==> src/hdl/usc_pkg.sv <==
package usc_pkg;

    localparam int UNIX_W = 32;
    localparam int ZONE_W = 17;
    localparam int YEAR_W = 12;
    localparam int MONTH_W = 4;
    localparam int DAY_W = 5;
    localparam int HOUR_W = 5;
    localparam int MINUTE_W = 6;
    localparam int SECOND_W = 6;
    localparam int PIPE_DEPTH = 8;

    localparam logic [25:0] DAY_RECIP = 26'd50903317;
    localparam int DAY_RECIP_SHIFT = 35;
    localparam logic [9:0] DAY_DIV_HI = 10'd675;

    localparam logic [19:0] MARCH_SHIFT = 20'd719468;
    localparam logic [19:0] ERA5_START = 20'd730485;
    localparam logic [19:0] ERA4_START = 20'd584388;
    localparam logic [11:0] ERA4_YEAR = 12'd1600;
    localparam logic [11:0] ERA5_YEAR = 12'd2000;

    localparam logic [17:0] RECIP_1460 = 18'd183860;
    localparam int RECIP_1460_SHIFT = 28;
    localparam logic [17:0] RECIP_365 = 18'd183860;
    localparam int RECIP_365_SHIFT = 26;
    localparam logic [17:0] CENTURY_DAYS = 18'd36524;
    localparam logic [17:0] ERA_LAST_DAY = 18'd146096;
    localparam logic [17:0] YEAR_DAYS = 18'd365;

    localparam logic [17:0] RECIP_60_SOD = 18'd139811;
    localparam int RECIP_60_SOD_SHIFT = 23;
    localparam logic [11:0] RECIP_60_MIN = 12'd2185;
    localparam int RECIP_60_MIN_SHIFT = 17;
    localparam logic [5:0] SIXTY = 6'd60;

    localparam logic [3:0] MARCH_MONTHS = 4'd11;
    localparam logic [3:0] MP_JANUARY = 4'd10;

    // First day of year (March based) of each month, index 0 is March.
    function automatic logic [8:0] month_start(input logic [3:0] mp);
        logic [8:0] start;
        case (mp)
            4'd0: start = 9'd0;
            4'd1: start = 9'd31;
            4'd2: start = 9'd61;
            4'd3: start = 9'd92;
            4'd4: start = 9'd122;
            4'd5: start = 9'd153;
            4'd6: start = 9'd184;
            4'd7: start = 9'd214;
            4'd8: start = 9'd245;
            4'd9: start = 9'd275;
            4'd10: start = 9'd306;
            4'd11: start = 9'd337;
            default: start = 9'd0;
        endcase
        return start;
    endfunction

endpackage

==> src/hdl/unix_seconds_to_calendar.sv <==
// Converts a 32-bit Unix second count, shifted by the signed zone offset register, into the
// Gregorian year, month, day, hour, minute and second. The block is an eight-stage pipeline
// that takes one transaction in every cycle while the input is not stalled; the depth is
// set by the chain of constant reciprocal multipliers, each followed by a register. A stall
// on the output holds the last stage, and earlier stages keep filling any empty slots
// before the input is stalled.
// The zone offset should be written only while no transaction is in flight.
module unix_seconds_to_calendar (
    input  logic                           i_clk,
    input  logic                           i_rst_n,
    input  logic                           i_cfg_wr_en,
    input  logic [usc_pkg::ZONE_W-1:0]     i_cfg_wr_data,
    input  logic                           i_valid,
    output logic                           o_stall,
    input  logic [usc_pkg::UNIX_W-1:0]     i_unix_seconds,
    output logic                           o_valid,
    input  logic                           i_stall,
    output logic [usc_pkg::YEAR_W-1:0]     o_year,
    output logic [usc_pkg::MONTH_W-1:0]    o_month,
    output logic [usc_pkg::DAY_W-1:0]      o_day_of_month,
    output logic [usc_pkg::HOUR_W-1:0]     o_hour,
    output logic [usc_pkg::MINUTE_W-1:0]   o_minute,
    output logic [usc_pkg::SECOND_W-1:0]   o_second
);

    logic [usc_pkg::ZONE_W-1:0] r_zone;
    logic [usc_pkg::PIPE_DEPTH-1:0] r_v;
    logic [usc_pkg::PIPE_DEPTH-1:0] w_en;

    logic [31:0] r1_t;

    logic [50:0] r2_prod;
    logic [24:0] r2_x;
    logic [6:0]  r2_lo;

    logic [15:0] r3_days;
    logic [16:0] r3_sod;

    logic [17:0] r4_doe;
    logic        r4_era5;
    logic [16:0] r4_sod;
    logic [34:0] r4_tprod;

    logic [17:0] r5_doe;
    logic        r5_era5;
    logic [35:0] r5_qprod;
    logic [2:0]  r5_cent;
    logic        r5_last;
    logic [10:0] r5_tm;
    logic [5:0]  r5_sec;

    logic [17:0] r6_doe;
    logic        r6_era5;
    logic [35:0] r6_yprod;
    logic [22:0] r6_hprod;
    logic [10:0] r6_tm;
    logic [5:0]  r6_sec;

    logic [8:0]  r7_doy;
    logic [8:0]  r7_yoe;
    logic        r7_era5;
    logic [4:0]  r7_hour;
    logic [5:0]  r7_min;
    logic [5:0]  r7_sec;

    logic [31:0] n_t;
    logic [15:0] n_days;
    logic [24:0] n_rem;
    logic [19:0] n_z;
    logic        n_era5;
    logic [19:0] n_doe;
    logic [16:0] n_sec_full;
    logic [2:0]  n_cent;
    logic [6:0]  n_q1460;
    logic [17:0] n_yn;
    logic [8:0]  n_yoe;
    logic [1:0]  n_c100;
    logic [17:0] n_doy;
    logic [4:0]  n_hour;
    logic [10:0] n_min_full;
    logic [3:0]  n_mp;
    logic [8:0]  n_day_full;

    always_comb begin
        w_en[usc_pkg::PIPE_DEPTH-1] = !r_v[usc_pkg::PIPE_DEPTH-1] || !i_stall;
        for (int k = usc_pkg::PIPE_DEPTH - 2; k >= 0; k--) begin
            w_en[k] = !r_v[k] || w_en[k+1];
        end
    end

    assign o_stall = !w_en[0];
    assign o_valid = r_v[usc_pkg::PIPE_DEPTH-1];

    always_ff @(posedge i_clk) begin
        if (!i_rst_n) begin
            r_zone <= '0;
            r_v <= '0;
        end else begin
            if (i_cfg_wr_en) begin
                r_zone <= i_cfg_wr_data;
            end
            if (w_en[0]) begin
                r_v[0] <= i_valid;
            end
            for (int k = 1; k < usc_pkg::PIPE_DEPTH; k++) begin
                if (w_en[k]) begin
                    r_v[k] <= r_v[k-1];
                end
            end
        end
    end

    // Stage 1: apply the zone offset.
    assign n_t = i_unix_seconds + {{(32 - usc_pkg::ZONE_W){r_zone[usc_pkg::ZONE_W-1]}}, r_zone};

    // Stage 3: days and second of day from the reciprocal product.
    assign n_days = r2_prod[50:usc_pkg::DAY_RECIP_SHIFT];
    assign n_rem = r2_x - 25'(n_days) * 25'(usc_pkg::DAY_DIV_HI);

    // Stage 4: March-based day number, era and day of era.
    assign n_z = 20'(r3_days) + usc_pkg::MARCH_SHIFT;
    assign n_era5 = n_z >= usc_pkg::ERA5_START;
    assign n_doe = n_z - (n_era5 ? usc_pkg::ERA5_START : usc_pkg::ERA4_START);

    // Stage 5: seconds, century count.
    assign n_sec_full = r4_sod - 17'(r4_tprod[33:usc_pkg::RECIP_60_SOD_SHIFT]) * 17'(usc_pkg::SIXTY);
    assign n_cent = 3'(r4_doe >= usc_pkg::CENTURY_DAYS)
                  + 3'(r4_doe >= 18'(2 * usc_pkg::CENTURY_DAYS))
                  + 3'(r4_doe >= 18'(3 * usc_pkg::CENTURY_DAYS))
                  + 3'(r4_doe >= usc_pkg::ERA_LAST_DAY);

    // Stage 6: leap-corrected day count ahead of the division by 365.
    assign n_q1460 = r5_qprod[34:usc_pkg::RECIP_1460_SHIFT];
    assign n_yn = r5_doe - 18'(n_q1460) + 18'(r5_cent) - 18'(r5_last);

    // Stage 7: year of era, day of year, hour and minute.
    assign n_yoe = r6_yprod[34:usc_pkg::RECIP_365_SHIFT];
    assign n_c100 = 2'(n_yoe >= 9'd100) + 2'(n_yoe >= 9'd200) + 2'(n_yoe >= 9'd300);
    assign n_doy = r6_doe - (18'(n_yoe) * usc_pkg::YEAR_DAYS + 18'(n_yoe[8:2]) - 18'(n_c100));
    assign n_hour = r6_hprod[21:usc_pkg::RECIP_60_MIN_SHIFT];
    assign n_min_full = r6_tm - 11'(n_hour) * 11'(usc_pkg::SIXTY);

    // Stage 8: month from the table of month starts.
    always_comb begin
        n_mp = '0;
        for (int k = 1; k <= int'(usc_pkg::MARCH_MONTHS); k++) begin
            if (r7_doy >= usc_pkg::month_start(4'(k))) begin
                n_mp = 4'(k);
            end
        end
    end

    assign n_day_full = r7_doy - usc_pkg::month_start(n_mp) + 9'd1;

    always_ff @(posedge i_clk) begin
        if (w_en[0]) begin
            r1_t <= n_t;
        end
        if (w_en[1]) begin
            r2_prod <= 51'(r1_t[31:7]) * 51'(usc_pkg::DAY_RECIP);
            r2_x <= r1_t[31:7];
            r2_lo <= r1_t[6:0];
        end
        if (w_en[2]) begin
            r3_days <= n_days;
            r3_sod <= {n_rem[9:0], r2_lo};
        end
        if (w_en[3]) begin
            r4_doe <= n_doe[17:0];
            r4_era5 <= n_era5;
            r4_sod <= r3_sod;
            r4_tprod <= 35'(r3_sod) * 35'(usc_pkg::RECIP_60_SOD);
        end
        if (w_en[4]) begin
            r5_doe <= r4_doe;
            r5_era5 <= r4_era5;
            r5_qprod <= 36'(r4_doe) * 36'(usc_pkg::RECIP_1460);
            r5_cent <= n_cent;
            r5_last <= r4_doe >= usc_pkg::ERA_LAST_DAY;
            r5_tm <= r4_tprod[33:usc_pkg::RECIP_60_SOD_SHIFT];
            r5_sec <= n_sec_full[5:0];
        end
        if (w_en[5]) begin
            r6_doe <= r5_doe;
            r6_era5 <= r5_era5;
            r6_yprod <= 36'(n_yn) * 36'(usc_pkg::RECIP_365);
            r6_hprod <= 23'(r5_tm) * 23'(usc_pkg::RECIP_60_MIN);
            r6_tm <= r5_tm;
            r6_sec <= r5_sec;
        end
        if (w_en[6]) begin
            r7_doy <= n_doy[8:0];
            r7_yoe <= n_yoe;
            r7_era5 <= r6_era5;
            r7_hour <= n_hour;
            r7_min <= n_min_full[5:0];
            r7_sec <= r6_sec;
        end
        if (w_en[7]) begin
            o_year <= 12'(r7_yoe) + (r7_era5 ? usc_pkg::ERA5_YEAR : usc_pkg::ERA4_YEAR)
                    + 12'(n_mp >= usc_pkg::MP_JANUARY);
            o_month <= (n_mp < usc_pkg::MP_JANUARY) ? n_mp + 4'd3 : n_mp - 4'd9;
            o_day_of_month <= n_day_full[4:0];
            o_hour <= r7_hour;
            o_minute <= r7_min;
            o_second <= r7_sec;
        end
    end

    a_month_range: assert property (@(posedge i_clk) disable iff (!i_rst_n)
        o_valid |-> (o_month >= 4'd1) && (o_month <= 4'd12) && (o_day_of_month != 5'd0))
        else $error("Result month or day out of range.");

    a_time_range: assert property (@(posedge i_clk) disable iff (!i_rst_n)
        o_valid |-> (o_hour <= 5'd23) && (o_minute <= 6'd59) && (o_second <= 6'd59))
        else $error("Result time of day out of range.");

    a_held_stage: assert property (@(posedge i_clk) disable iff (!i_rst_n)
        (r_v[6] && !w_en[6]) |=> r_v[6])
        else $error("A held transaction left the pipeline.");

    a_full_on_stall: assert property (@(posedge i_clk) disable iff (!i_rst_n)
        !w_en[0] |-> (&r_v))
        else $error("Input stalled while the pipeline had a free slot.");

endmodule
==> config.mk <==
export PLATFORM = sky130hd
export DESIGN_NAME = unix_seconds_to_calendar
export DESIGN_NICKNAME = d
export VERILOG_FILES = /design/src/hdl/usc_pkg.sv /design/src/hdl/unix_seconds_to_calendar.sv
export SDC_FILE = /design/constraint.sdc
export NUM_CORES = 2
export LEC_CHECK = 0
export BUFFER_PORTS_ARGS = -buffer_cell sky130_fd_sc_hd__clkbuf_2
export CORE_MARGIN = 1.5
export CORE_UTILIZATION = 38
export CTS_BUF_LIST = sky130_fd_sc_hd__clkbuf_4 sky130_fd_sc_hd__clkbuf_8
export CTS_CLUSTER_SIZE = 40
export DETAILED_ROUTE_END_ITERATION = 7
export GPL_ROUTABILITY_DRIVEN = 0
export PLACE_DENSITY = 0.64
export REMOVE_ABC_BUFFERS = 1
export SLEW_MARGIN = 20
export SYNTH_ARGS = -nofsm -noshare
export SYNTH_HDL_FRONTEND = slang
export SYNTH_SLANG_ARGS = --single-unit
==> constraint.sdc <==
create_clock -name i_clk -period 13.8 [get_ports i_clk]
set_input_delay 4.14 -clock i_clk [delete_from_list [all_inputs] [get_ports i_clk]]
set_output_delay 4.14 -clock i_clk [all_outputs]
set_load 0.1 [all_outputs]
==> results.tsv <==
metric	value	unit
Setup Crit Path Kind	in2out	
hold endpoint	r3_days[13]	
largest cells by area after synthesis	ha_1 (29%), fa_1 (24%), edfxtp_1 (22%), inv_1 (8.0%), xnor2_1 (2.7%)	
part of the cycle the worst path needs	0.7532	
Crit. End Element	primary output	
drt drc	0	
Seq/Total Area, Yosys	0.2290	
CTS Sinks	316	
pin count of the biggest net entering global routing	48	
run status	complete, no violations	
Synth Flop Type	edfxtp_1	
Commonest cells post-synth	ha_1 (942), inv_1 (855), fa_1 (480)	
Vias/cell	4.729	
Gate Count Post-Synth	3599	
Post-CTS Hold Buffers	0	
CTS tree	yes	
EDFF count, synth	291	
die width	328.9	um
vias in the first global route	26070	
full die area	0.1081	mm2
Slew Viols, Final	0	
syn avg cell area	11.21	um2
WP data arrival	6250	ps
drt total wl	76910	um
hold wc startpoint	r2_prod[48]	
Slew @ Worst Pin	1037	ps
reg2reg start	r5_doe[0]	
cts repair resizes	0	
placed cell areas	0.04266	mm2
final core utilization	0.4174	
worst clock skew	46.55	ps
area of the mapped netlist	0.04035	mm2
Synth Register Bits	316	
Filler cells	9986	
most common cell in the synthesized netlist	ha_1	
worst hold path type	reg2reg	
post-route setup TNS	0	ps
flop2flop setup slack	4540	ps
Hold Vio Cnt, Final	0	
1st-iter DRT viols	931	
Die Height	328.9	um
final instance area	0.04394	mm2
top cell type's share of synthesized area	0.2921	
crit-path cells	clkbuf_2 -> and3_1 -> and3_1 -> and3_1 -> and2_1 -> nand2_1 -> buf_4 -> inv_1 -> clkbuf_2	
RSZ-0062 raised after global routing	no	
first-pass GRT wire length	130000	um
CTS H-tree lvls	2	
CP max stage delay	460	ps
Top cell by count, worst path	and3_1	
Cell Rows	119	
Slowest-stage cell, CP	clkbuf_2	
worst endpoint required time	9660	ps
Final Critical Period	10390	ps
Max Cap Viol	0	
antenna-violating nets left	0	
Crit Path Max Fanout	33	
GRT Resource Usage Total	0.1484	
Warnings, synthesis	0	
FFs w/ async S/R, synth	0	
GRT overflow	0	
Worst Hold Path Cells	0	
Core ar.	0.1053	mm2
num ports	94	
DP HPWL	64030	um
worst reg2reg path endpoint	r6_yprod[34]	
cell accounting for the most synthesized area	ha_1	
PortBufs	93	
Critical Path Start Type	input pin	
Pre-Repair DR Iteration Count	7	
final net count	5238	
fmax	96.21	MHz
R2R depth	35	
Avg WL per Cell	14.79	um
Area Growth Syn to Fin	8.909	%
Worst-path clk slew	60	ps
via count	24590	
share of cells above drive strength 1	0.06014	
antenna violations before repair	0	
post-synth cell types	68	
Clk Tree Root Cell	clkbuf_8	
Setup violations, final	0	
clk_lat worst skew	700	ps
TritonCTS buffer count	58	
post-CTS setup buffers	0	
Max-slew headroom	0.3087	
initial core utilization	0.3833	
clock buffer depth	3	
[through the flow]
| step | worst slack [ps] | hold WS (ps) | cells |
|---|---|---|---|
| 4_1_cts | 3400 | 412.8 | 5199 |
| 3_3_place_gp | 3393 | 401.2 | 5093 |
| 5_1_grt | 3279 | 421.7 | 5199 |
| 3_5_place_dp | 3412 | 404.5 | 5093 |
| 2_1_floorplan | 3281 | 400.3 | 3591 |
| 6_report | 3406 | 411.1 | 5200 |
[state kept, by name, indices dropped and copies added (netlist names), 8 cells and up]
register	flops
r3_days	16
r5_doe	18
r6_doe	9
r5_tm	11
r4_tprod	11
r7_yoe	9
r_zone	17
r6_yprod	9
r2_x	8
r2_prod	18
r1_t	32
r3_sod	17
r7_doy	9
r_v	8
o_year	12
r4_doe	18
r6_hprod	8
[layout make-up]
type	count	area, um2	area share
multi-input combinational	2420	27880	0.6345
tap	1391	1740	0.03961
antenna	1	2.502	0.00005695
clock buffer	71	902.1	0.02053
inverter	855	3209	0.07303
sequential	316	9239	0.2102
timing repair buffer	111	600.6	0.01367
clock inverter	35	369.1	0.008400
[worst max-delay path, delay by kind of cell]
family                 cells  cell delay (ps)
and+or+nand+nor            5             1050
buffers and inverters      4             1030
[metal layers]
metal / GRT usage / vias to the layer above / part of all wire
met5: 0 / - / 0
met4: 0.03286 / 0 / 0.019
met3: 0.01719 / 89 / 0.033
met2: 0.2576 / 335 / 0.48
met1: 0.1974 / 11920 / 0.46
li1: - / 12250 / -
[worst max path at each step]
| stage | endpoint | cells past startpoint | start | slack [ps] |
|---|---|---|---|---|
| CTS | o_stall | 9 | i_stall | 3400 |
| global route | o_stall | 9 | i_stall | 3280 |
| detailed placement | o_stall | 9 | i_stall | 3410 |
| finish | o_stall | 9 | i_stall | 3410 |
| floorplan | o_stall | 6 | i_stall | 3280 |
| global placement | o_stall | 9 | i_stall | 3390 |
[layout by cell type, fill, tap and decap left out, types with 9 or more instances in the layout]
cell type and instances:
ha_1 942, inv_1 854, fa_1 480, edfxtp_1 291, xnor2_1 126, a21oi_1 120
clkbuf_2 93, nor2_1 90, nand2_1 76, a21o_1 72, o21ai_0 69, clkbuf_8 59
xor2_1 51, nor2b_1 42, o21a_1 31, nand3_1 29, dfxtp_1 25, nor3_1 22
nand4_1 21, nand2b_1 20, a31oi_1 18, mux2i_1 18, buf_4 18, o21bai_1 17
and3_1 16, or2_2 12, a211oi_1 12, clkbuf_4 12, clkinv_1 12, o211ai_1 10
clkinv_2 10, or3_1 9
[logic make-up after synthesis]
logic type / share of synthesized area
AOI/OAI and AO/OA: 0.07306
xor gates and xnor gates: 0.03864
adders and majority gates: 0.5305
buffers and inverters: 0.08028
DFF: 0.2290
muxes: 0.004465
and+or+nand+nor: 0.04407
Power is not shown: default switching activity piles up to over one toggle a cycle in this logic, so the estimate is an artifact.
